### config.mk
export PLATFORM = sky130hd
export DESIGN_NAME = sha256_back
export DESIGN_NICKNAME = d
export VERILOG_FILES = /design/src/design/sha256_pkg.sv /design/src/design/sha256_back.sv
export SDC_FILE = /design/constraint.sdc
export NUM_CORES = 2
export LEC_CHECK = 0
export ABC_AREA = 0
export BUFFER_PORTS_ARGS = -buffer_cell sky130_fd_sc_hd__buf_2
export CAP_MARGIN = 20
export CORE_AREA = 2 2 442 444
export CTS_BUF_LIST = sky130_fd_sc_hd__clkbuf_8 sky130_fd_sc_hd__clkbuf_16
export CTS_CLUSTER_SIZE = 8
export DETAILED_ROUTE_END_ITERATION = 10
export DIE_AREA = 0 0 444 446
export PLACE_DENSITY = 0.61
export RECOVER_POWER = 50
export SYNTH_ARGS = -nofsm -noshare
export SYNTH_HDL_FRONTEND = slang
export SYNTH_SLANG_ARGS = --single-unit
### constraint.sdc
create_clock -name clock -period 34.7 [get_ports clock]
set_clock_uncertainty 0.1 [all_clocks]
set_input_delay 6.94 -clock clock [delete_from_list [all_inputs] [get_ports clock]]
set_output_delay 6.94 -clock clock [all_outputs]
set_load 0.05 [all_outputs]
### src/design/sha256_pkg.sv
// Shared types and constants for the SHA-256 message digest block.
package sha256_pkg;

   localparam int BLOCK_WORDS = 16;
   localparam int HASH_WORDS  = 8;
   localparam int ROUNDS      = 64;
   localparam int QUEUE_DEPTH = 2;

   localparam logic [7:0]  PAD_MARKER  = 8'h80;
   localparam logic [63:0] BITS_PER_BYTE = 64'd8;

   // Block as sixteen big-endian words, word 0 first.
   typedef logic [0:BLOCK_WORDS-1][31:0] block_type;

   // One unit of work for the compression side.
   typedef struct packed {
      block_type words;
      logic      last_block;   // emit the digest after this block
   } job_type;

   localparam logic [31:0] INIT_HASH [HASH_WORDS] = '{
      32'h6a09e667, 32'hbb67ae85, 32'h3c6ef372, 32'ha54ff53a,
      32'h510e527f, 32'h9b05688c, 32'h1f83d9ab, 32'h5be0cd19
   };

   localparam logic [31:0] ROUND_K [ROUNDS] = '{
      32'h428a2f98, 32'h71374491, 32'hb5c0fbcf, 32'he9b5dba5,
      32'h3956c25b, 32'h59f111f1, 32'h923f82a4, 32'hab1c5ed5,
      32'hd807aa98, 32'h12835b01, 32'h243185be, 32'h550c7dc3,
      32'h72be5d74, 32'h80deb1fe, 32'h9bdc06a7, 32'hc19bf174,
      32'he49b69c1, 32'hefbe4786, 32'h0fc19dc6, 32'h240ca1cc,
      32'h2de92c6f, 32'h4a7484aa, 32'h5cb0a9dc, 32'h76f988da,
      32'h983e5152, 32'ha831c66d, 32'hb00327c8, 32'hbf597fc7,
      32'hc6e00bf3, 32'hd5a79147, 32'h06ca6351, 32'h14292967,
      32'h27b70a85, 32'h2e1b2138, 32'h4d2c6dfc, 32'h53380d13,
      32'h650a7354, 32'h766a0abb, 32'h81c2c92e, 32'h92722c85,
      32'ha2bfe8a1, 32'ha81a664b, 32'hc24b8b70, 32'hc76c51a3,
      32'hd192e819, 32'hd6990624, 32'hf40e3585, 32'h106aa070,
      32'h19a4c116, 32'h1e376c08, 32'h2748774c, 32'h34b0bcb5,
      32'h391c0cb3, 32'h4ed8aa4a, 32'h5b9cca4f, 32'h682e6ff3,
      32'h748f82ee, 32'h78a5636f, 32'h84c87814, 32'h8cc70208,
      32'h90befffa, 32'ha4506ceb, 32'hbef9a3f7, 32'hc67178f2
   };

endpackage

### src/design/sha256_back.sv
// Compression engine: one SHA-256 round per cycle, then digest word output.
module sha256_back
   import sha256_pkg::*;
(
   input  logic        clock,
   input  logic        reset,
   input  logic        pop_valid,
   input  job_type     pop_job,
   output logic        pop,
   output logic        rsp_valid,
   input  logic        rsp_ready,
   output logic [31:0] rsp_digest_word,
   output logic [2:0]  rsp_word_index,
   output logic        rsp_last_word
);

   typedef enum logic [1:0] {
      B_IDLE,
      B_ROUND,
      B_ADD,
      B_OUTPUT
   } back_state_type;

   back_state_type state_ff;
   logic [5:0]     round_ff;
   logic           last_ff;
   logic [2:0]     out_idx_ff;
   logic           rsp_valid_ff;
   logic [31:0]    chain_ff [HASH_WORDS];
   logic [31:0]    vars_ff  [HASH_WORDS];
   block_type      win_ff;

   logic [31:0] big1, big0, ch, maj, t1, t2, next_w;

   function automatic logic [31:0] rotr(input logic [31:0] x, input int unsigned n);
      return (x >> n) | (x << (32 - n));
   endfunction

   // Round datapath; win_ff[k] holds W[t+k]
   always_comb begin
      big1   = rotr(vars_ff[4], 6) ^ rotr(vars_ff[4], 11) ^ rotr(vars_ff[4], 25);
      ch     = (vars_ff[4] & vars_ff[5]) ^ (~vars_ff[4] & vars_ff[6]);
      t1     = vars_ff[7] + big1 + ch + ROUND_K[round_ff] + win_ff[0];
      big0   = rotr(vars_ff[0], 2) ^ rotr(vars_ff[0], 13) ^ rotr(vars_ff[0], 22);
      maj    = (vars_ff[0] & vars_ff[1]) ^ (vars_ff[0] & vars_ff[2])
             ^ (vars_ff[1] & vars_ff[2]);
      t2     = big0 + maj;
      next_w = (rotr(win_ff[14], 17) ^ rotr(win_ff[14], 19) ^ (win_ff[14] >> 10))
             + win_ff[9]
             + (rotr(win_ff[1], 7) ^ rotr(win_ff[1], 18) ^ (win_ff[1] >> 3))
             + win_ff[0];
   end

   assign pop             = (state_ff == B_IDLE) && pop_valid;
   assign rsp_valid       = rsp_valid_ff;
   assign rsp_digest_word = chain_ff[out_idx_ff];
   assign rsp_word_index  = out_idx_ff;
   assign rsp_last_word   = (out_idx_ff == 3'(HASH_WORDS - 1));

   // Sequencer, working variables, schedule window and chaining hash
   always_ff @(posedge clock) begin
      if (reset) begin
         state_ff     <= B_IDLE;
         round_ff     <= '0;
         last_ff      <= 1'b0;
         out_idx_ff   <= '0;
         rsp_valid_ff <= 1'b0;
         for (int i = 0; i < HASH_WORDS; i++) begin
            chain_ff[i] <= INIT_HASH[i];
         end
      end else begin
         case (state_ff)
            B_IDLE: begin
               if (pop_valid) begin
                  win_ff   <= pop_job.words;
                  last_ff  <= pop_job.last_block;
                  round_ff <= '0;
                  for (int i = 0; i < HASH_WORDS; i++) begin
                     vars_ff[i] <= chain_ff[i];
                  end
                  state_ff <= B_ROUND;
               end
            end
            B_ROUND: begin
               vars_ff[0] <= t1 + t2;
               vars_ff[1] <= vars_ff[0];
               vars_ff[2] <= vars_ff[1];
               vars_ff[3] <= vars_ff[2];
               vars_ff[4] <= vars_ff[3] + t1;
               vars_ff[5] <= vars_ff[4];
               vars_ff[6] <= vars_ff[5];
               vars_ff[7] <= vars_ff[6];
               for (int k = 0; k < BLOCK_WORDS - 1; k++) begin
                  win_ff[k] <= win_ff[k+1];
               end
               win_ff[BLOCK_WORDS-1] <= next_w;
               round_ff <= round_ff + 6'd1;
               if (round_ff == 6'(ROUNDS - 1)) begin
                  state_ff <= B_ADD;
               end
            end
            B_ADD: begin
               for (int i = 0; i < HASH_WORDS; i++) begin
                  chain_ff[i] <= chain_ff[i] + vars_ff[i];
               end
               if (last_ff) begin
                  out_idx_ff   <= '0;
                  rsp_valid_ff <= 1'b1;
                  state_ff     <= B_OUTPUT;
               end else begin
                  state_ff <= B_IDLE;
               end
            end
            B_OUTPUT: begin
               if (rsp_ready) begin
                  if (out_idx_ff == 3'(HASH_WORDS - 1)) begin
                     rsp_valid_ff <= 1'b0;
                     out_idx_ff   <= '0;
                     for (int i = 0; i < HASH_WORDS; i++) begin
                        chain_ff[i] <= INIT_HASH[i];
                     end
                     state_ff <= B_IDLE;
                  end else begin
                     out_idx_ff <= out_idx_ff + 3'd1;
                  end
               end
            end
            default: begin
               state_ff <= B_IDLE;
            end
         endcase
      end
   end

endmodule

# --- Yosys cells after proc, flatten, opt, wreduce, memory -nomap -nowiden ---
# Memories as Yosys holds them, arrays and structs flattened. A register that Yosys moved wholly into a read port is not among the register bits.
# Index checks and enable logic that the tools add are counted.
# Widths: inputs -> output; s select.
totals:
  mem_bits_rw: 512
  ff_bits: 525
  wordCells: 181
  inputBits: 517
  rom_bits: 2048
  memories: 3
op_classes:
  magnitude_cmp: 1
  bitwise: 53
  n_addsub: 20
  muxes: 63
  reduce_logical: 10
  n_eq_ne: 10
mem_list:
  columns: ["memory", "words", "word_bits", "rd", "rd_ports_with_merged_regs", "wr", "line", "source"]
  rows:
  - ["(name not given)", 64, 32, 1, 0, 0, "sha256_back.sv:43", "t1 = vars_ff[7] + big1 + ch + ROUND_K[round_ff] + win_ff[0];"]
  - ["chain_ff", 8, 32, 9, 1, 8, "sha256_back.sv:29", "logic [31:0] chain_ff [HASH_WORDS];"]
  - ["vars_ff", 8, 32, 8, 0, 8, "sha256_back.sv:30", "logic [31:0] vars_ff [HASH_WORDS];"]
op_table:
  columns: ["operator", "n"]
  rows:
  - ["$pmux 512 s2", 1]
  - ["$mux 32", 26]
  - ["$add 32x32->32", 18]
  - ["$mux 512", 1]
  - ["$xor 32x32->32", 9]
  - ["$and 32x32->32", 5]
  - ["$not 32->32", 1]
  - ["$or 10x32->32", 1]
  - ["$or 13x32->32", 1]
  - ["$or 14x32->32", 1]
  - ["$or 15x32->32", 1]
  - ["$or 19x32->32", 1]
  - ["$or 21x32->32", 1]
  - ["$or 25x32->32", 1]
  - ["$or 26x32->32", 1]
  - ["$or 30x32->32", 1]
  - ["$or 7x32->32", 1]
  - ["$xor 32x22->32", 1]
  - ["$xor 32x29->32", 1]
  - ["$or 1x1->1", 24]
  - ["$mux 1", 20]
  - ["$mux 3", 5]
  - ["$pmux 6 s2", 1]
  - ["$mux 2", 5]
  - ["other kinds (20)", 29]

# --- Depth between registers and ports, before layout ---
depth:
  ltp_word: 9
  depth_mapped: 38
  mapped_depth_nobuf: 37

# --- Worst setup path after synthesis ---
# No wires, ideal clock.
synth_timing:
  path_type: "in2reg"
  startpoint: "input pop_valid"
  endpoint: "register win_ff[0] in the netlist's numbering, enable pin"
  stages: 4
  required_ns: 33.198
  arrival_time_ns: 28.799
  setup_ns: 1.402
  path_buffers: 0
  slack_ns: 4.399
  cell_sequence: "nand2_1 inv_1 nor2_1 nor2_1"
synth_between:
  elab_chain_len: 2
synth_rtl:
  columns: ["item", "line", "source"]
  rows:
  - ["start, declared", "sha256_back.sv:7", "input logic pop_valid,"]
  - ["$ne 2x2->1 (no line)", null, null]
  - ["$reduce_and 3->1 (no line)", null, null]
  - ["end signal, assigned", "sha256_back.sv:75", "win_ff <= pop_job.words;"]
  - ["end signal, assigned by index", "sha256_back.sv:94", "win_ff[k] <= win_ff[k+1];"]
  - ["end signal, assigned by index", "sha256_back.sv:96", "win_ff[BLOCK_WORDS-1] <= next_w;"]
  - ["end, declared", "sha256_back.sv:31", "block_type win_ff;"]
# Every way passes these cells.
# A chain may end at the register's enable or synchronous reset.

# --- Worst setup path after layout ---
layout_timing:
  startpoint: "input pop_valid"
  endpoint: "register win_ff[28] in the netlist's numbering, enable pin"
# Same word-level chain as after synthesis.

==> out/results.txt <==
Critical path launch point type: primary input
Row count: 162
Setup_tns: 0 ns
DRT iter0 DRCs: 6039
Routability cong.: 0.943
Yosys reg bits: 1040
Count leader, synth: nand2_1
Req. time, crit path: 35.05 ns
HPWL Detailed: 200000 um
Longest Clk Path Bufs: 3
Final setup fails: 0
RR Startpoint: state_ff[0]$_SDFFE_PP0P_
Initial antenna violation count: 95
Syn avg cell area: 9.30 um^2
Initial Util: 36.8%
Synth Area in Simple Gates: 17.7%
Mapped Area: 71300 um^2
Fmax: 0.0561 GHz
WP buf/inv: 5
CTS tree: built
Wire per inst: 24.4 um
Synth area leaders: edfxtp_1, nand2_1, ha_1
Chip Width: 444 um
Yosys top cell area share: 37.7%
Sink Count: 1040
Final Cycle Share: 51.3%
Num ports: 555
Cells along the critical path: buf_2, nand2_1, inv_1, nor2_1, nor2_1, clkbuf_1, buf_4, buf_4
Yosys warnings: 0
Share of layout cells above drive strength 1: 10.9%
WHS Path Cells: 2
Number of CTS-inserted buffers: 151
Final wirelength: 262000 um
Cell depth of the worst flop-to-flop path: 6
GRT overflow: 0
Hold WS: 0.386 ns
Post-synthesis xor/xnor area fraction: 6.76%
Hold WC Path Type: reg2reg
Met3 WL: 19400 um
Setup WS post-layout: 16.89 ns
R2R Setup Slk: 21.91 ns
Top delay family on crit path: buffers and inverters
Worst Max-Slew Pin Slew: 9.74 ns
Commonest register cell after synthesis: edfxtp_1
Post-synthesis mux area share: 4.48%
Clock Latency Late Sink: 0.84 ns
Total die area: 198000 um^2
CORE AREA: 194000 um^2
Post-synthesis compound-gate area fraction: 12.6%
Post-synth EDFFs: 896
Failing checks: capacitance limit, slew limit
Minimum clock period: 17.81 ns
RSZ-0062 raised after global routing: no
Clock transition at the registers of the reported paths: 0.05 ns
Largest net degree at the start of global routing: 211
Met2 wire len: 125000 um
PortBufs: 554
Pins Over Slew Limit: 704
Hold path startpoint: chain_ff[5][29]$_SDFFE_PP0P_
Post-CTS sizing: 0
Status: finished with violations
CP max stage delay: 6.81 ns
Slew headroom: -550%
Routed vias: 58700
Layout Nets: 9162
CP max stage cell: clkbuf_1
Max cap viols: 15
First-pass GRT wire length: 379000 um
Area growth syn-to-layout: 13.2%
Final Hold Viols: 0
Crit path arrival time: 18.16 ns
Metal-1 WL: 104000 um
Die height: 446 um
Post-CTS Setup Bufs: 0
Syn_nets: 8768
Core Util, Final: 41.7%
Synth area leader: edfxtp_1
ANT nets after route: 0
Mapped Cells: 7661
Main combinational cell family by area after synthesis: simple AND/OR/NAND/NOR gates
Number of vias per cell: 5.48
Pre-CTS WS: 20.02 ns
Crit end category: flop
WS Path Type: in2reg
DRC Markers: 0
Adder-Cell Fraction of Synth Area: 12.7%
Clock root cell: clkbuf_16
Hold buffers post-CTS: 0
Vias in the first global route: 57000
Async set-reset flop share out of synthesis: 0%
Worst Hold Endpoint: chain_ff[5][29]$_SDFFE_PP0P_
Top Layer Used: met5
FF-to-FF End: win_ff[28]$_DFFE_PP_
GRT Total Usage: 25.8%
Drt first pass iters: 6
# H-tree levels: 4
Synth unique cells: 97
Sequential area share after synthesis: 41.8%
Fillers: 19000
Synth cell count leaders: nand2_1, edfxtp_1, a21oi_1, ha_1, inv_1
Crit. path cell count: 8
CP Max Fanout: 176
cells in the final DEF, fill, tap and decap left out, drive strengths merged, types with 54 or more instances in the layout:
cell type	n
nand2	2281
edfxtp	896
buf	461
inv	440
a21oi	409
ha	395
o21ai	395
xnor2	350
clkbuf	310
nor2	286
xor2	200
fa	195
a21o	177
dfxtp	144
mux2	121
nor3	93
nand3	87
nand2b	75
mux4	72
o21a	60
o211ai	54
a211oi	54
flip-flops by register name, summed over array words and instances, names as in the netlist, named ones only:
signal / count
chain_ff: 256
last_ff: 1
round_ff: 6
rsp_valid: 1
rsp_word_index: 3
state_ff: 2
vars_ff: 256
win_ff: 512
cell type report:
| class | instances | area (um^2) | share of cell area (%) |
|---|---|---|---|
| Timing Repair Buffer | 618 | 3040 | 3.77 |
| Clock buffer | 153 | 3820 | 4.73 |
| Inverter | 386 | 1450 | 1.80 |
| Sequential cell | 1040 | 29800 | 36.9 |
| Antenna cell | 43 | 108 | 0.133 |
| Tap cell | 2542 | 3180 | 3.94 |
| Multi-Input combinational cell | 5858 | 38700 | 48.0 |
| Clock inverter | 71 | 584 | 0.724 |
logic make-up after synthesis:
logic type / after synthesis
and+or+nand+nor: 3058
AOI/OAI and AO/OA: 1424
DFF: 1040
buffers and inverters: 763
adders and majority gates: 612
xor gates and xnor gates: 550
muxes: 214
how the worst max path moves through the flow:
stage,from,endpoint
2_1_floorplan,pop_valid,win_ff[0]$_DFFE_PP_
3_3_place_gp,pop_valid,pop
3_5_place_dp,pop_valid,pop
4_1_cts,pop_valid,pop
5_1_grt,pop_valid,win_ff[28]$_DFFE_PP_
6_report,pop_valid,win_ff[28]$_DFFE_PP_
per-stage QoR:
step,instance area (um^2),std cells
3_3_place_gp,76400,10400
5_1_grt,80600,10700
6_report,80700,10700
2_1_floorplan,71300,7661
3_5_place_dp,76400,10400
4_1_cts,80800,10700
worst reg2reg max path: cells and delay by family (launching register included):
kind	cells	cell delay, ns
buffers and inverters	3	9.31
and+or+nand+nor	3	2.27
DFF	1	0.74
per-layer routing:
metal | global-route usage, % | vias to the layer above
li1 | - | 27300
met4 | 12.8 | 68
met3 | 4.85 | 602
met5 | 0 | -
met1 | 32.1 | 28400
met2 | 43.0 | 2390
Power is not shown: default switching activity piles up to over one toggle a cycle in this logic, so the estimate is an artifact.
