--- src/design/sha256_pkg.sv ---
// Shared types and constants for the SHA-256 message digest block.
package sha256_pkg;

   localparam int BLOCK_WORDS = 16;
   localparam int HASH_WORDS  = 8;
   localparam int ROUNDS      = 64;
   localparam int QUEUE_DEPTH = 2;

   localparam logic [7:0]  PAD_MARKER  = 8'h80;
   localparam logic [63:0] BITS_PER_BYTE = 64'd8;

   // Block as sixteen big-endian words, word 0 first.
   typedef logic [0:BLOCK_WORDS-1][31:0] block_type;

   // One unit of work for the compression side.
   typedef struct packed {
      block_type words;
      logic      last_block;   // emit the digest after this block
   } job_type;

   localparam logic [31:0] INIT_HASH [HASH_WORDS] = '{
      32'h6a09e667, 32'hbb67ae85, 32'h3c6ef372, 32'ha54ff53a,
      32'h510e527f, 32'h9b05688c, 32'h1f83d9ab, 32'h5be0cd19
   };

   localparam logic [31:0] ROUND_K [ROUNDS] = '{
      32'h428a2f98, 32'h71374491, 32'hb5c0fbcf, 32'he9b5dba5,
      32'h3956c25b, 32'h59f111f1, 32'h923f82a4, 32'hab1c5ed5,
      32'hd807aa98, 32'h12835b01, 32'h243185be, 32'h550c7dc3,
      32'h72be5d74, 32'h80deb1fe, 32'h9bdc06a7, 32'hc19bf174,
      32'he49b69c1, 32'hefbe4786, 32'h0fc19dc6, 32'h240ca1cc,
      32'h2de92c6f, 32'h4a7484aa, 32'h5cb0a9dc, 32'h76f988da,
      32'h983e5152, 32'ha831c66d, 32'hb00327c8, 32'hbf597fc7,
      32'hc6e00bf3, 32'hd5a79147, 32'h06ca6351, 32'h14292967,
      32'h27b70a85, 32'h2e1b2138, 32'h4d2c6dfc, 32'h53380d13,
      32'h650a7354, 32'h766a0abb, 32'h81c2c92e, 32'h92722c85,
      32'ha2bfe8a1, 32'ha81a664b, 32'hc24b8b70, 32'hc76c51a3,
      32'hd192e819, 32'hd6990624, 32'hf40e3585, 32'h106aa070,
      32'h19a4c116, 32'h1e376c08, 32'h2748774c, 32'h34b0bcb5,
      32'h391c0cb3, 32'h4ed8aa4a, 32'h5b9cca4f, 32'h682e6ff3,
      32'h748f82ee, 32'h78a5636f, 32'h84c87814, 32'h8cc70208,
      32'h90befffa, 32'ha4506ceb, 32'hbef9a3f7, 32'hc67178f2
   };

endpackage

--- src/design/sha256_queue.sv ---
// Short block queue between the front end and the compression engine.
module sha256_queue
   import sha256_pkg::*;
(
   input  logic    clock,
   input  logic    reset,
   input  logic    push_valid,
   input  job_type push_job,
   output logic    queue_full,
   output logic    pop_valid,
   output job_type pop_job,
   input  logic    pop
);

   localparam int PTR_W = (QUEUE_DEPTH > 1) ? $clog2(QUEUE_DEPTH) : 1;
   localparam int CNT_W = $clog2(QUEUE_DEPTH + 1);

   job_type            entry_ff [QUEUE_DEPTH];
   logic [PTR_W-1:0]   wr_ptr_ff, rd_ptr_ff;
   logic [CNT_W-1:0]   count_ff;
   logic               do_push, do_pop;

   assign queue_full = (count_ff == CNT_W'(QUEUE_DEPTH));
   assign pop_valid  = (count_ff != '0);
   assign pop_job    = entry_ff[rd_ptr_ff];
   assign do_push    = push_valid && !queue_full;
   assign do_pop     = pop && pop_valid;

   // Entry storage
   always_ff @(posedge clock) begin
      if (do_push) begin
         entry_ff[wr_ptr_ff] <= push_job;
      end
   end

   // Pointers and occupancy
   always_ff @(posedge clock) begin
      if (reset) begin
         wr_ptr_ff <= '0;
         rd_ptr_ff <= '0;
         count_ff  <= '0;
      end else begin
         if (do_push) begin
            wr_ptr_ff <= (wr_ptr_ff == PTR_W'(QUEUE_DEPTH - 1)) ? '0 : wr_ptr_ff + 1'b1;
         end
         if (do_pop) begin
            rd_ptr_ff <= (rd_ptr_ff == PTR_W'(QUEUE_DEPTH - 1)) ? '0 : rd_ptr_ff + 1'b1;
         end
         if (do_push && !do_pop) begin
            count_ff <= count_ff + 1'b1;
         end else if (do_pop && !do_push) begin
            count_ff <= count_ff - 1'b1;
         end
      end
   end

endmodule

--- config.mk ---
export PLATFORM = sky130hd
export DESIGN_NAME = sha256_queue
export DESIGN_NICKNAME = d
export VERILOG_FILES = /design/src/design/sha256_pkg.sv /design/src/design/sha256_queue.sv
export SDC_FILE = /design/constraint.sdc
export NUM_CORES = 1
export LEC_CHECK = 0
export BUFFER_PORTS_ARGS = -buffer_cell sky130_fd_sc_hd__buf_2
export CORE_AREA = 10 10 392 394
export CTS_BUF_LIST = sky130_fd_sc_hd__clkbuf_8
export CTS_CLUSTER_SIZE = 30
export DETAILED_ROUTE_END_ITERATION = 12
export DIE_AREA = 0 0 402 404
export MAX_ROUTING_LAYER = met4
export PLACE_DENSITY = 0.53
export SLEW_MARGIN = 15
export SYNTH_ARGS = -nofsm -noshare
export SYNTH_HDL_FRONTEND = slang
export SYNTH_SLANG_ARGS = --single-unit
--- constraint.sdc ---
create_clock -name clock -period 18.85 [get_ports clock]
set_clock_uncertainty 0.15 [all_clocks]
set_input_delay 0.9425 -clock clock [delete_from_list [all_inputs] [get_ports clock]]
set_output_delay 0.9425 -clock clock [all_outputs]
set_load 0.05 [all_outputs]
After elaboration in Yosys (flattened, before gate mapping)
Memory sizes are Yosys's and may differ from the RTL's. A register that Yosys moved wholly into a read port is not among the register bits. Cells that the tools add are included.

Bits in registers: 4. Latch bits: 0. Memory bits (writable): 1026. Memory bits (read-only): 0. Input port bits: 517. Memories: 1.

Memory list: entry_ff (words 2, bits a word 513, rd ports 1, clocked after memory_dff 1, wr ports 1, line sha256_queue.sv:18) `job_type entry_ff [QUEUE_DEPTH];`.

Add/subtract/negate cells: 4. Multiply operators: 0. Div/mod/pow operators: 0. $lt $le $gt $ge: 0. Eq/ne operators: 1. Shift-type cells: 0. Multiplexer cells: 8. Bitwise logic cells: 0. Reduce and logical (&&, ||, !) cells: 9.

Operators by type and width (count): 1-bit two-way mux (6); 1-bit logical AND (4); 2-bit two-way mux (2); 2-bit nonzero test (2); 1-bit logical NOT (3); 1-bit adder (second input constant) (2); 2-bit by 1-bit adder with 2-bit output (second input constant) (1); 2-bit equality test (second input constant) (1); 2-bit by 1-bit subtractor with 2-bit output (second input constant) (1).

Depth between registers and ports, before layout
Gate-level depths: netlist of run 1.

Word-level depth: 7. Gate-level depth with buffers: 6.

Worst setup path before layout of run 1
No wires, ideal clock.

Path kind: input-to-reg. Start point: input port push_valid. End point: memory entry_ff[1][0] in the netlist's numbering (enable). Arrival time: 12752 ps. Data required time: 17752 ps. Setup slack: 5001 ps. Cell stages on the path: 3. Path buffers: 0. Path through: inv_1 > nor2_1 > and2_1.

Longest elaborated chain between the ends: 3.

RTL lines: from (decl) (line sha256_queue.sv:7) `input logic push_valid,`; 1-bit logical AND (line sha256_queue.sv:26) `assign do_push = push_valid && !queue_full;`; 1-bit two-way mux (line sha256_queue.sv:31) `if (do_push) begin`; 1-bit two-way mux (not written as such) (line sha256_queue.sv:32) `entry_ff[wr_ptr_ff] <= push_job;`; to (decl) (line sha256_queue.sv:18).

Every way passes these cells.

==> impl_metrics.csv, run 1 <==
group,metric,value,unit
die,core,145000,µm²
clock_network,root_buffer,"clkbuf_8",
critical_path,worst-endpoint-required,17.76,ns
global_routing,grt_overflow,0,
timing,finalHoldViolCount,0,
worst_hold_path,min_path_cells,1,
timing,period_share,31.6,%
placed_design,place_hpwl,86700,µm
synthesis,yosys-top-cells-area,"edfxtp_1, mux2_4, mux2_2, buf_6, buf_8",
timing,fmax,168,MHz
synthesis,synth_ff_type,"edfxtp_1",
synthesis,synth-compound-area-share,0.0637,%
final_layout,drive_gt1_share,53.6,%
synthesis,yosysUniqueCellTypes,17,
timing,setup_violations,0,
critical_path,rrSetupSlack,14.69,ns
critical_path,r2r_end,"entry_ff[1][246]",
synthesis,synthSimpleGateAreaFrac,0.118,%
synthesis,synthTopCellsByCount,"edfxtp_1, mux2_4, mux2_2, buf_6, buf_8",
synthesis,synth_most_common_cell,"edfxtp_1",
timing,tightest_slew,1.09,ns
global_routing,grt_pass1_vias,23300,
worst_hold_path,hold_path.class,"primary input to register",
placed_design,globalplace.congestion,0.812,
timing,fin_setup_tns,0,ns
timing,relSlewSlack,27.0,%
critical_path,regToRegStartpoint,"count_ff[0]",
critical_path,crit_path_start_kind,"register",
power_and_ir_drop,power_density,147,nW/µm²
global_routing,track_usage,14.4,%
synthesis,syn_nets,2139,
synthesis,synthArstFlopShare,0,%
clock_network,insertion_delay,0.83,ns
power_and_ir_drop,p_seq_share,37.8,%
detailed_routing,routed_via_density,4.07,
detailed_routing,detail-route-antenna-nets,0,
timing,rsz0062_at_grt,"false",
critical_path,critPathCaptureType,"primary output",
die,initial_core_util,27.0,%
detailed_routing,drtIter0Drc,1196,
final_layout,fill_cells,13800,
power_and_ir_drop,netSwitchingFraction,39.6,%
synthesis,synth_top_family_by_area,"multiplexers",
flow_run,maxCapViolCount,0,
power_and_ir_drop,clkPwrFrac,23.2,%
clock_network,post_cts_buffers,0,
synthesis,synth_mux_area_share,19.2,%
synthesis,yosysWarnings,0,
worst_hold_path,worstHoldEndpoint,"entry_ff[0][61]",
global_routing,grt_pass1_wl,165000,µm
synthesis,netlist_instances,1621,
power_and_ir_drop,p_leak,20.8,nW
placed_design,io_buffers,1031,
critical_path,crit_fanout,52,
synthesis,postSynthRegisterBits,1031,
global_routing,grt_max_degree,164,
die,io_pins,1032,
synthesis,synth_xor_xnor_area_share,0.0669,%
synthesis,synth-edff-count,1026,
die,dieArea,162000,µm²
run_status,status,"finished, final reports clean",
critical_path,worstRegToRegCells,6,
global_routing,antenna_found_initial,41,
detailed_routing,wl_per_cell,22.6,µm
synthesis,synth_adder_area_share,0.0319,%
placed_design,placed_cells,4535,
die,fp-row-count,140,
synthesis,netlist_area,39300,µm²
timing,slew_violations,0,
detailed_routing,via_count,21500,
detailed_routing,first_pass_iters,5,
clock_network,cts_tree,"built",
detailed_routing,drc_errors,0,
detailed_routing,wl,119000,µm
final_layout,syn_to_final_growth,36.1,%
clock_network,cts_buffers,175,
power_and_ir_drop,combPwrFrac,39.0,%
power_and_ir_drop,ir_drop,0.107,mV
power_and_ir_drop,switching_power,0.00312,W
die,die_w,402,µm
critical_path,worstPathArrival,4.87,ns
clock_network,clk_path_buf_depth,3,
power_and_ir_drop,p_int,0.00475,W
die,die_height,404,µm
clock_network,clock_sinks,1031,
final_layout,layout.cells.non_filler,5275,
synthesis,syn_avg_cell_area,24.2,µm²
clock_network,cts.clk_slew.worst_paths,0.06,ns
critical_path,crit_type,"register to primary output",
worst_hold_path,min_from,"push_job[61]",
clock_network,cts_max_level,4,
final_layout,finalNetCount,3699,
timing,min_period,5.96,ns
synthesis,yosysSeqAreaShare,78.7,%
final_layout,final_util,36.8,%
synthesis,yosysTopAreaCell,"edfxtp_1",
synthesis,yosys.area.top_type_share,78.5,%
-- metrics by stage --
stage / hold WS, ns / cell area, µm² / setup WS, ns / total power, W
3_5_place_dp: 0.335 / 46300 / 13.65 / 0.00606
2_1_floorplan: 0.302 / 39300 / 5.00 / 0.00555
6_report: 0.151 / 53400 / 12.89 / 0.00786
5_1_grt: 0.0368 / 53400 / 12.56 / 0.00820
4_1_cts: 0.0000597 / 53300 / 12.62 / 0.00800
3_3_place_gp: 0.324 / 46300 / 13.68 / 0.00605
-- power groups by stage --
stage               clock [W]  sequential, W  combinational, W
floorplan                   0        0.00316           0.00239
global placement            0        0.00302           0.00303
detailed placement          0        0.00302           0.00304
CTS                   0.00190        0.00298           0.00312
global route          0.00201        0.00300           0.00319
finish                0.00182        0.00297           0.00306
-- cell usage in the layout (no fill, tap or decap) --
cell and instances:
clkinv_4 2, or3_1 2, clkinv_1 52, or2_2 1
nor2_1 4, buf_4 22, dlygate4sd3_1 386, buf_12 1
inv_12 4, ha_1 1, o21ai_0 3, and2_4 1
inv_8 4, bufinv_16 4, inv_1 57, edfxtp_1 1026
a21oi_1 2, dfxtp_4 1, buf_2 1031, inv_6 1
dfxtp_1 4, xor2_1 3, clkbuf_8 175, clkinv_2 12
clkinvlp_4 5, nor2b_1 1, mux2_2 43, diode_2 40
mux2_4 470
-- sequential cells by signal, indices dropped and copies added (netlist names), named ones only --
name,count
rd_ptr_ff,1
wr_ptr_ff,1
entry_ff,1026
count_ff,2
-- cell type report --
class                      instances  area [µm²]  share of cell area, %
sequential                      1031       30900                   57.8
clock inverter                   139         748                   1.40
timing repair buffer            1440        9210                   17.2
tap                             1917        2400                   4.49
antenna                           40         100                  0.187
multi-input combinational        531        7650                   14.3
clock buffer                     175        2410                   4.51
inverter                           2        15.0                 0.0281
-- how the worst max path moves through the flow --
stage               slack (ns)        endpoint  startpoint  cells past startpoint
finish                   12.89      pop_job[3]    register                      5
CTS                      12.62      pop_job[3]    register                      5
global placement         13.68      pop_job[3]    register                      5
detailed placement       13.65      pop_job[3]    register                      5
floorplan                 5.00  entry_ff[1][0]  push_valid                      3
global route             12.56      pop_job[3]    register                      5
-- worst max-delay path: stages (launching register included) --
cell and delay, ns:
dfxtp_4 0.76, buf_4 0.89, buf_4 0.77, buf_4 0.77
mux2_2 0.46, buf_2 0.22
-- timing repair --
| item | in CTS | in global routing |
|---|---|---|
| resized for setup | 0 | 0 |
| hold endpoints to repair | 755 | 0 |
| hold buffers | 386 | 0 |
-- cell families after synthesis --
kind of cell	Yosys count
muxes	513
xor gates and xnor gates	3
adders and majority gates	1
and+or+nand+nor	9
DFF	1031
buffers and inverters	59
AOI/OAI and AO/OA	5
-- per-layer routing --
layer	global-route usage (%)	routed length, µm	vias up	share of wire (%)
met2	23.6	59500	862	50
met5	-	0	-	0
met1	15.3	45400	10700	38
met3	6.28	11000	184	9.2
li1	-	-	9714	-
met4	5.48	3360	0	2.8
Note: power is estimated with default switching activity, not from simulation.
==> run 2: changes to the inputs <==
--- a/config.mk
+++ b/config.mk
@@ -5,14 +5,15 @@
 export SDC_FILE = /design/constraint.sdc
 export NUM_CORES = 1
 export LEC_CHECK = 0
+export ABC_AREA = 1
 export BUFFER_PORTS_ARGS = -buffer_cell sky130_fd_sc_hd__buf_2
-export CORE_AREA = 10 10 392 394
+export CORE_AREA = 10 10 398 400
 export CTS_BUF_LIST = sky130_fd_sc_hd__clkbuf_8
 export CTS_CLUSTER_SIZE = 30
 export DETAILED_ROUTE_END_ITERATION = 12
-export DIE_AREA = 0 0 402 404
+export DIE_AREA = 0 0 408 410
 export MAX_ROUTING_LAYER = met4
-export PLACE_DENSITY = 0.53
+export PLACE_DENSITY = 0.51
 export SLEW_MARGIN = 15
 export SYNTH_ARGS = -nofsm -noshare
 export SYNTH_HDL_FRONTEND = slang
==> constraint.sdc (replaced) <==
create_clock -name clock -period 6.16 [get_ports clock]
set_clock_uncertainty 0.15 [all_clocks]
set_input_delay 0.308 -clock clock [delete_from_list [all_inputs] [get_ports clock]]
set_output_delay 0.308 -clock clock [all_outputs]
set_load 0.05 [all_outputs]
==> impl_metrics.csv, run 2 <==
group,metric,value,unit
run_status,status,"finished, final reports clean",
worst_hold_path,worstHoldEndpoint,"entry_ff[1][410]",
critical_path,regToRegStartpoint,"count_ff[1]",
power_and_ir_drop,p_seq_share,40.3,%
synthesis,synthArstFlopShare,0,%
final_layout,largestRegisters,"entry_ff x1026, count_ff x2",
detailed_routing,detail-route-antenna-nets,0,
timing,slew_violations,0,
clock_network,clock_sinks,1031,
timing,finalHoldViolCount,0,
clock_network,insertion_delay,0.85,ns
flow_run,maxCapViolCount,0,
worst_hold_path,min_path_cells,2,
clock_network,clk_path_buf_depth,3,
clock_network,cts_max_level,4,
synthesis,synthTopCellsByCount,"edfxtp_1, mux2_2, buf_6, inv_1, nor2_1",
synthesis,yosysUniqueCellTypes,13,
critical_path,path_cells,"buf_12 > buf_12 > mux2_2 > buf_2",
clock_network,cts_buffers,174,
power_and_ir_drop,clkPwrFrac,24.6,%
detailed_routing,first_pass_iters,5,
global_routing,grt_overflow,0,
critical_path,worstPathArrival,3.28,ns
critical_path,crit_family,"buffers and inverters",
synthesis,postSynthRegisterBits,1031,
critical_path,worstRegToRegCells,5,
final_layout,final_common_cell,"buf_2",
global_routing,antenna_found_initial,26,
die,io_pins,1032,
clock_network,post_cts_buffers,0,
timing,fin_ws,2.43,ns
clock_network,cts.clk_slew.worst_paths,0.06,ns
detailed_routing,routed_via_density,4.08,
power_and_ir_drop,p_leak,21.6,nW
die,die_w,408,µm
power_and_ir_drop,combPwrFrac,35.2,%
critical_path,crit_top_cell,"buf_12",
synthesis,netlist_instances,1633,
synthesis,yosys.area.top_type_share,82.3,%
power_and_ir_drop,ir_drop,0.273,mV
die,core,151000,µm²
critical_path,critPathCaptureType,"primary output",
synthesis,yosys-top-cells-area,"edfxtp_1, mux2_2, buf_6, dfxtp_1, inv_1",
critical_path,cp_num_buf_inv,3,
clock_network,cts_resized,0,
global_routing,grt_max_degree,136,
power_and_ir_drop,netSwitchingFraction,38.8,%
final_layout,finalNetCount,4286,
placed_design,pre_cts_ws,3.30,ns
detailed_routing,wl,129000,µm
critical_path,crit_path_start_kind,"register",
global_routing,track_usage,15.2,%
final_layout,layout_common_cells,"buf_2, edfxtp_1, dlygate4sd3_1",
worst_hold_path,hold_path.class,"primary input to register",
critical_path,worst-endpoint-required,5.70,ns
synthesis,synth-edff-count,1026,
timing,setup_violations,0,
power_and_ir_drop,p_int,0.0139,W
final_layout,stdcell_area,57700,µm²
timing,period_share,60.6,%
power_and_ir_drop,switching_power,0.00883,W
detailed_routing,drc_errors,0,
die,initial_core_util,24.8,%
synthesis,netlist_area,37400,µm²
final_layout,syn_to_final_growth,54.0,%
synthesis,synth_ff_type,"edfxtp_1",
placed_design,globalplace.congestion,0.904,
detailed_routing,via_count,24300,
timing,min_period,3.73,ns
power_and_ir_drop,power_density,394,nW/µm²
critical_path,crit_type,"register to primary output",
synthesis,syn_avg_cell_area,22.9,µm²
worst_hold_path,min_from,"push_job[410]",
die,dieArea,167000,µm²
detailed_routing,wl_per_cell,21.7,µm
clock_network,cts_tree,"built",
critical_path,r2r_end,"entry_ff[0][493]",
placed_design,io_buffers,1031,
critical_path,crit_fanout,95,
placed_design,place_hpwl,93300,µm
placed_design,dpl_cell_area,44900,µm²
final_layout,drive_gt1_share,46.0,%
final_layout,layout.cells.non_filler,5950,
timing,rsz0062_at_grt,"false",
global_routing,grt_pass1_vias,26100,
synthesis,yosysWarnings,0,
detailed_routing,drtIter0Drc,1656,
synthesis,synth_most_common_cell,"edfxtp_1",
synthesis,yosysTopAreaCell,"edfxtp_1",
timing,tightest_slew,1.08,ns
timing,fin_setup_tns,0,ns
global_routing,grt_pass1_wl,183000,µm
final_layout,top_register,"entry_ff",
die,fp-row-count,143,
power_and_ir_drop,p_total,0.0227,W
synthesis,yosysSeqAreaShare,82.6,%
critical_path,critPathMaxStageDelay,0.84,ns
die,die_height,410,µm
placed_design,placed_cells,4671,
timing,fmax,268,MHz
critical_path,rrSetupSlack,3.46,ns
clock_network,root_buffer,"clkbuf_8",
final_layout,largest_reg_flops,1026,
synthesis,syn_nets,2151,
critical_path,slowest_stage,"dfxtp_4",
timing,relSlewSlack,27.9,%
## run 2: cell count changes in the layout (fill, tap and decap cells not counted), sizes merged, moves of 4 or more
| cell | delta |
|---|---|
| nand2 | +7 |
| diode | -18 |
| clkinv | -11 |
| nor2 | +4 |
| inv | +10 |
| buf | +11 |
| dlygate4sd3 | +565 |
## run 2: layout make-up
type	count	area, µm²
Sequential cell	1031	30900
Clock buffer	178	2450
Timing Repair Buffer	2016	15100
Tap cell	2030	2540
Antenna cell	22	55.1
Inverter	8	30.0
Fill cell	14200	93200
Clock inverter	128	688
Multi-Input combinational cell	537	5910
## run 2: logic make-up (layout without fill, tap and decap cells)
logic type / Yosys count / after routing / synth area share [%]
AND/OR/NAND/NOR: 18 / 18 / 0.194
AO/OA/AOI/OAI: 5 / 5 / 0.0668
other: 0 / 22 / 0
multiplexers: 513 / 513 / 15.4
flip-flops: 1031 / 1031 / 82.6
buffers and inverters: 65 / 2330 / 1.73
adder cells (fa/ha/maj): 1 / 1 / 0.0334
## run 2: worst register-to-register path, delay by kind of cell (launching register included)
kind	cells	cell delay [ns]
simple gates	1	0.62
compound gates	1	0.09
buf+inv	3	1.10
flops	1	0.32
## run 2: worst max path at each step
stage / end / cells after the start / start
after CTS: pop_job[337] / 4 / register
after floorplan: entry_ff[0][0] / 3 / count_ff[1]
after global routing: pop_job[337] / 4 / register
final: pop_job[337] / 4 / register
after global placement: pop_job[337] / 4 / register
after detailed placement: pop_job[337] / 4 / register
## run 2: layer usage
layer  part of all wire, %  vias to the layer above  track usage (%)
li1                      -                    10900                -
met1                    39                    12000             17.5
met5                     0                        -                -
met2                    48                     1168             24.3
met4                   2.4                        0             4.61
met3                    10                      186             6.20
## run 2: timing repair
action                                   CTS  global route
endpoints found under the setup margin     0             0
endpoints found under the hold margin   1087             0
hold buffers                             951             0
## run 2: per-stage QoR
step	utilization, %	hold slack (ns)
detailed placement	29.8	0.338
finish	38.2	0.104
CTS	38.2	0.000798
global route	38.2	0.0281
floorplan	-	0.257
global placement	29.8	0.336
## run 2: power by group through the flow
stage | clock [W] | sequential (W) | combinational [W]
2_1_floorplan | 0 | 0.00943 | 0.00561
3_3_place_gp | 0 | 0.00929 | 0.00754
3_5_place_dp | 0 | 0.00930 | 0.00754
4_1_cts | 0.00578 | 0.00916 | 0.00808
5_1_grt | 0.00609 | 0.00923 | 0.00836
6_report | 0.00559 | 0.00915 | 0.00799
==> run 3: changes to the inputs <==
==> constraint.sdc (replaced) <==
create_clock -name clock -period 3.84 [get_ports clock]
set_clock_uncertainty 0.15 [all_clocks]
set_input_delay 0.192 -clock clock [delete_from_list [all_inputs] [get_ports clock]]
set_output_delay 0.192 -clock clock [all_outputs]
set_load 0.05 [all_outputs]
==> impl_metrics.csv, run 3 <==
group,metric,value,unit
synthesis,yosys-top-cells-area,"edfxtp_1, mux2_2, buf_6, dfxtp_1, inv_1",
clock_network,clock_sinks,1031,
synthesis,yosysTopAreaCell,"edfxtp_1",
clock_network,hold_buffers,1002,
clock_network,root_buffer,"clkbuf_8",
placed_design,io_buffers,1031,
clock_network,cts_resized,0,
clock_network,clk_path_buf_depth,3,
clock_network,post_cts_buffers,0,
run_status,haltStage,"4_1_cts",
die,io_pins,1032,
synthesis,netlist_instances,1633,
synthesis,yosysSeqAreaShare,82.6,%
run_status,status,"stopped before the end",
synthesis,yosysUniqueCellTypes,13,
synthesis,syn_avg_cell_area,22.9,µm²
run_status,tool.error,"[ERROR RSZ-0060] Max buffer count reached.",
synthesis,synth-edff-count,1026,
synthesis,syn_nets,2151,
synthesis,yosysWarnings,0,
placed_design,globalplace.congestion,0.855,
die,fp-row-count,143,
synthesis,synthArstFlopShare,0,%
die,initial_core_util,24.8,%
synthesis,synth_most_common_cell,"edfxtp_1",
synthesis,netlist_area,37400,µm²
synthesis,synthTopCellsByCount,"edfxtp_1, mux2_2, buf_6, inv_1, nor2_1",
placed_design,place_hpwl,93000,µm
die,die_height,410,µm
synthesis,postSynthRegisterBits,1031,
clock_network,cts_buffers,178,
synthesis,synth_ff_type,"edfxtp_1",
die,die_w,408,µm
clock_network,cts_max_level,4,
synthesis,yosys.area.top_type_share,82.3,%
[run 3: stage by stage]
step / std cells / setup WS (ns) / utilization, % / cell area, µm² / setup TNS, ns
3_5_place_dp: 4688 / 1.51 / 29.9 / 45100 / 0
3_3_place_gp: 4688 / 1.52 / 29.9 / 45100 / 0
2_1_floorplan: 1633 / -4.78 / - / 37500 / -4901.03
[run 3: cell families after synthesis]
family | Yosys count | synth area share, %
mux | 513 | 15.4
buf+inv | 65 | 1.73
simple gates | 18 | 0.194
compound gates | 5 | 0.0668
fa+ha+maj | 1 | 0.0334
flops | 1031 | 82.6
==> run 4: changes to the inputs <==
--- a/config.mk
+++ b/config.mk
@@ -7,13 +7,10 @@
 export LEC_CHECK = 0
 export ABC_AREA = 1
 export BUFFER_PORTS_ARGS = -buffer_cell sky130_fd_sc_hd__buf_2
-export CORE_AREA = 10 10 398 400
-export CTS_BUF_LIST = sky130_fd_sc_hd__clkbuf_8
-export CTS_CLUSTER_SIZE = 30
+export CORE_AREA = 10 10 399 401
 export DETAILED_ROUTE_END_ITERATION = 12
-export DIE_AREA = 0 0 408 410
-export MAX_ROUTING_LAYER = met4
-export PLACE_DENSITY = 0.51
+export DIE_AREA = 0 0 409 411
+export PLACE_DENSITY_LB_ADDON = 0.15
 export SLEW_MARGIN = 15
 export SYNTH_ARGS = -nofsm -noshare
 export SYNTH_HDL_FRONTEND = slang
==> impl_metrics.csv, run 4 (synthesis results as in run 2) <==
group,metric,value,unit
final_layout,largestRegisters,"entry_ff x1026, count_ff x2",
placed_design,globalplace.congestion,0.832,
timing,tightest_slew,0.801,ns
timing,period_share,80.1,%
clock_network,clock_sinks,1031,
global_routing,grt_max_degree,122,
detailed_routing,routed_via_density,4.06,
final_layout,finalNetCount,4036,
timing,rsz0062_at_grt,"false",
clock_network,post_cts_buffers,0,
placed_design,dpl_cell_area,45200,µm²
timing,setup_violations,0,
final_layout,top_register,"entry_ff",
power_and_ir_drop,p_seq_share,38.9,%
die,die_height,411,µm
timing,min_period,3.08,ns
timing,fin_setup_tns,0,ns
global_routing,grt_overflow,0,
critical_path,crit_path_start_kind,"register",
placed_design,io_buffers,1031,
global_routing,antenna_found_initial,35,
power_and_ir_drop,combPwrFrac,33.6,%
flow_run,maxCapViolCount,0,
critical_path,crit_type,"register to primary output",
final_layout,largest_reg_flops,1026,
critical_path,worst-endpoint-required,3.50,ns
clock_network,cts.clk_slew.worst_paths,0.06,ns
clock_network,insertion_delay,0.73,ns
detailed_routing,via_count,23000,
power_and_ir_drop,switching_power,0.0141,W
timing,slew_violations,0,
power_and_ir_drop,netSwitchingFraction,37.3,%
power_and_ir_drop,p_int,0.0237,W
clock_network,root_buffer,"clkbuf_16",
final_layout,syn_to_final_growth,50.2,%
global_routing,grt_pass1_vias,25400,
die,initial_core_util,24.8,%
global_routing,track_usage,14.3,%
worst_hold_path,hold_path.class,"primary input to register",
die,fp-row-count,143,
critical_path,worstPathArrival,2.73,ns
timing,finalHoldViolCount,0,
die,dieArea,168000,µm²
detailed_routing,drc_errors,0,
timing,relSlewSlack,46.6,%
power_and_ir_drop,ir_drop,0.402,mV
placed_design,place_hpwl,92100,µm
die,core,151000,µm²
die,die_w,409,µm
clock_network,cts_max_level,3,
detailed_routing,drtIter0Drc,1260,
power_and_ir_drop,power_density,671,nW/µm²
clock_network,cts_tree,"built",
run_status,status,"finished, final reports clean",
clock_network,clk_path_buf_depth,3,
detailed_routing,wl,125000,µm
final_layout,final_util,37.2,%
power_and_ir_drop,p_leak,20.8,nW
clock_network,cts_buffers,114,
final_layout,drive_gt1_share,48.7,%
detailed_routing,wl_per_cell,22.1,µm
detailed_routing,first_pass_iters,5,
timing,fmax,325,MHz
power_and_ir_drop,clkPwrFrac,27.5,%
critical_path,crit_fanout,56,
final_layout,stdcell_area,56200,µm²
die,io_pins,1032,
detailed_routing,detail-route-antenna-nets,0,
final_layout,final_common_cell,"buf_2",
final_layout,layout_common_cells,"buf_2, edfxtp_1, dlygate4sd3_1",
critical_path,critPathCaptureType,"primary output",
global_routing,grt_pass1_wl,178000,µm
==> run 4: final cells by class <==
class,instances,area (µm²)
Clock inverter,71,597
Multi-Input combinational cell,537,5910
Sequential cell,1031,30900
Fill cell,14400,95000
Inverter,8,30.0
Antenna cell,26,65.1
Clock buffer,138,2960
Timing Repair Buffer,1826,13200
Tap cell,2030,2540
==> run 4: power groups by stage <==
stage                     clock network, W  logic (W)  registers (W)
after floorplan                          0    0.00900         0.0151
after global placement                   0     0.0121         0.0149
after detailed placement                 0     0.0122         0.0149
after CTS                           0.0107     0.0129         0.0147
after global routing                0.0112     0.0133         0.0148
final                               0.0104     0.0127         0.0147
==> run 4: worst paths after layout <==
check             cells past startpoint  slack (ns)          start               end
setup reg to reg                      5        1.57    count_ff[1]  entry_ff[1][190]
hold / removal                        2        0.05  push_job[398]  entry_ff[0][398]
hold reg to reg                       2        0.35      rd_ptr_ff         rd_ptr_ff
setup / recovery                      4        0.76       register      pop_job[140]
==> run 4: stage by stage <==
step / total power (W) / instances / hold WS, ns / setup WS [ns]
6_report: 0.0377 / 5667 / 0.0547 / 0.765
5_1_grt: 0.0393 / 5660 / 0.000446 / 0.581
4_1_cts: 0.0383 / 5641 / 0.0000794 / 0.589
3_5_place_dp: 0.0271 / 4689 / 0.233 / 1.42
3_3_place_gp: 0.0270 / 4689 / 0.229 / 1.49
2_1_floorplan: 0.0241 / 1633 / 0.141 / -4.78
==> run 4: layer usage <==
| metal | track usage (%) | vias up | wire, µm |
|---|---|---|---|
| met5 | 0 | - | 44 |
| met4 | 4.19 | 8 | 3100 |
| met3 | 4.97 | 187 | 10600 |
| met2 | 24.9 | 941 | 62700 |
| met1 | 16.4 | 11500 | 49000 |
| li1 | - | 10400 | - |
==> run 4: timing repair <==
item                                   in CTS  in global routing
endpoints found under the hold margin    1112                  0
gates resized for setup                     0                  0
hold buffers                              743                  0
==> run 4: worst max-delay path: stages (launching register included) <==
cell     delay (ns)
dfxtp_4        0.73
buf_12         0.26
buf_12         0.27
mux2_2         0.40
buf_2          0.22
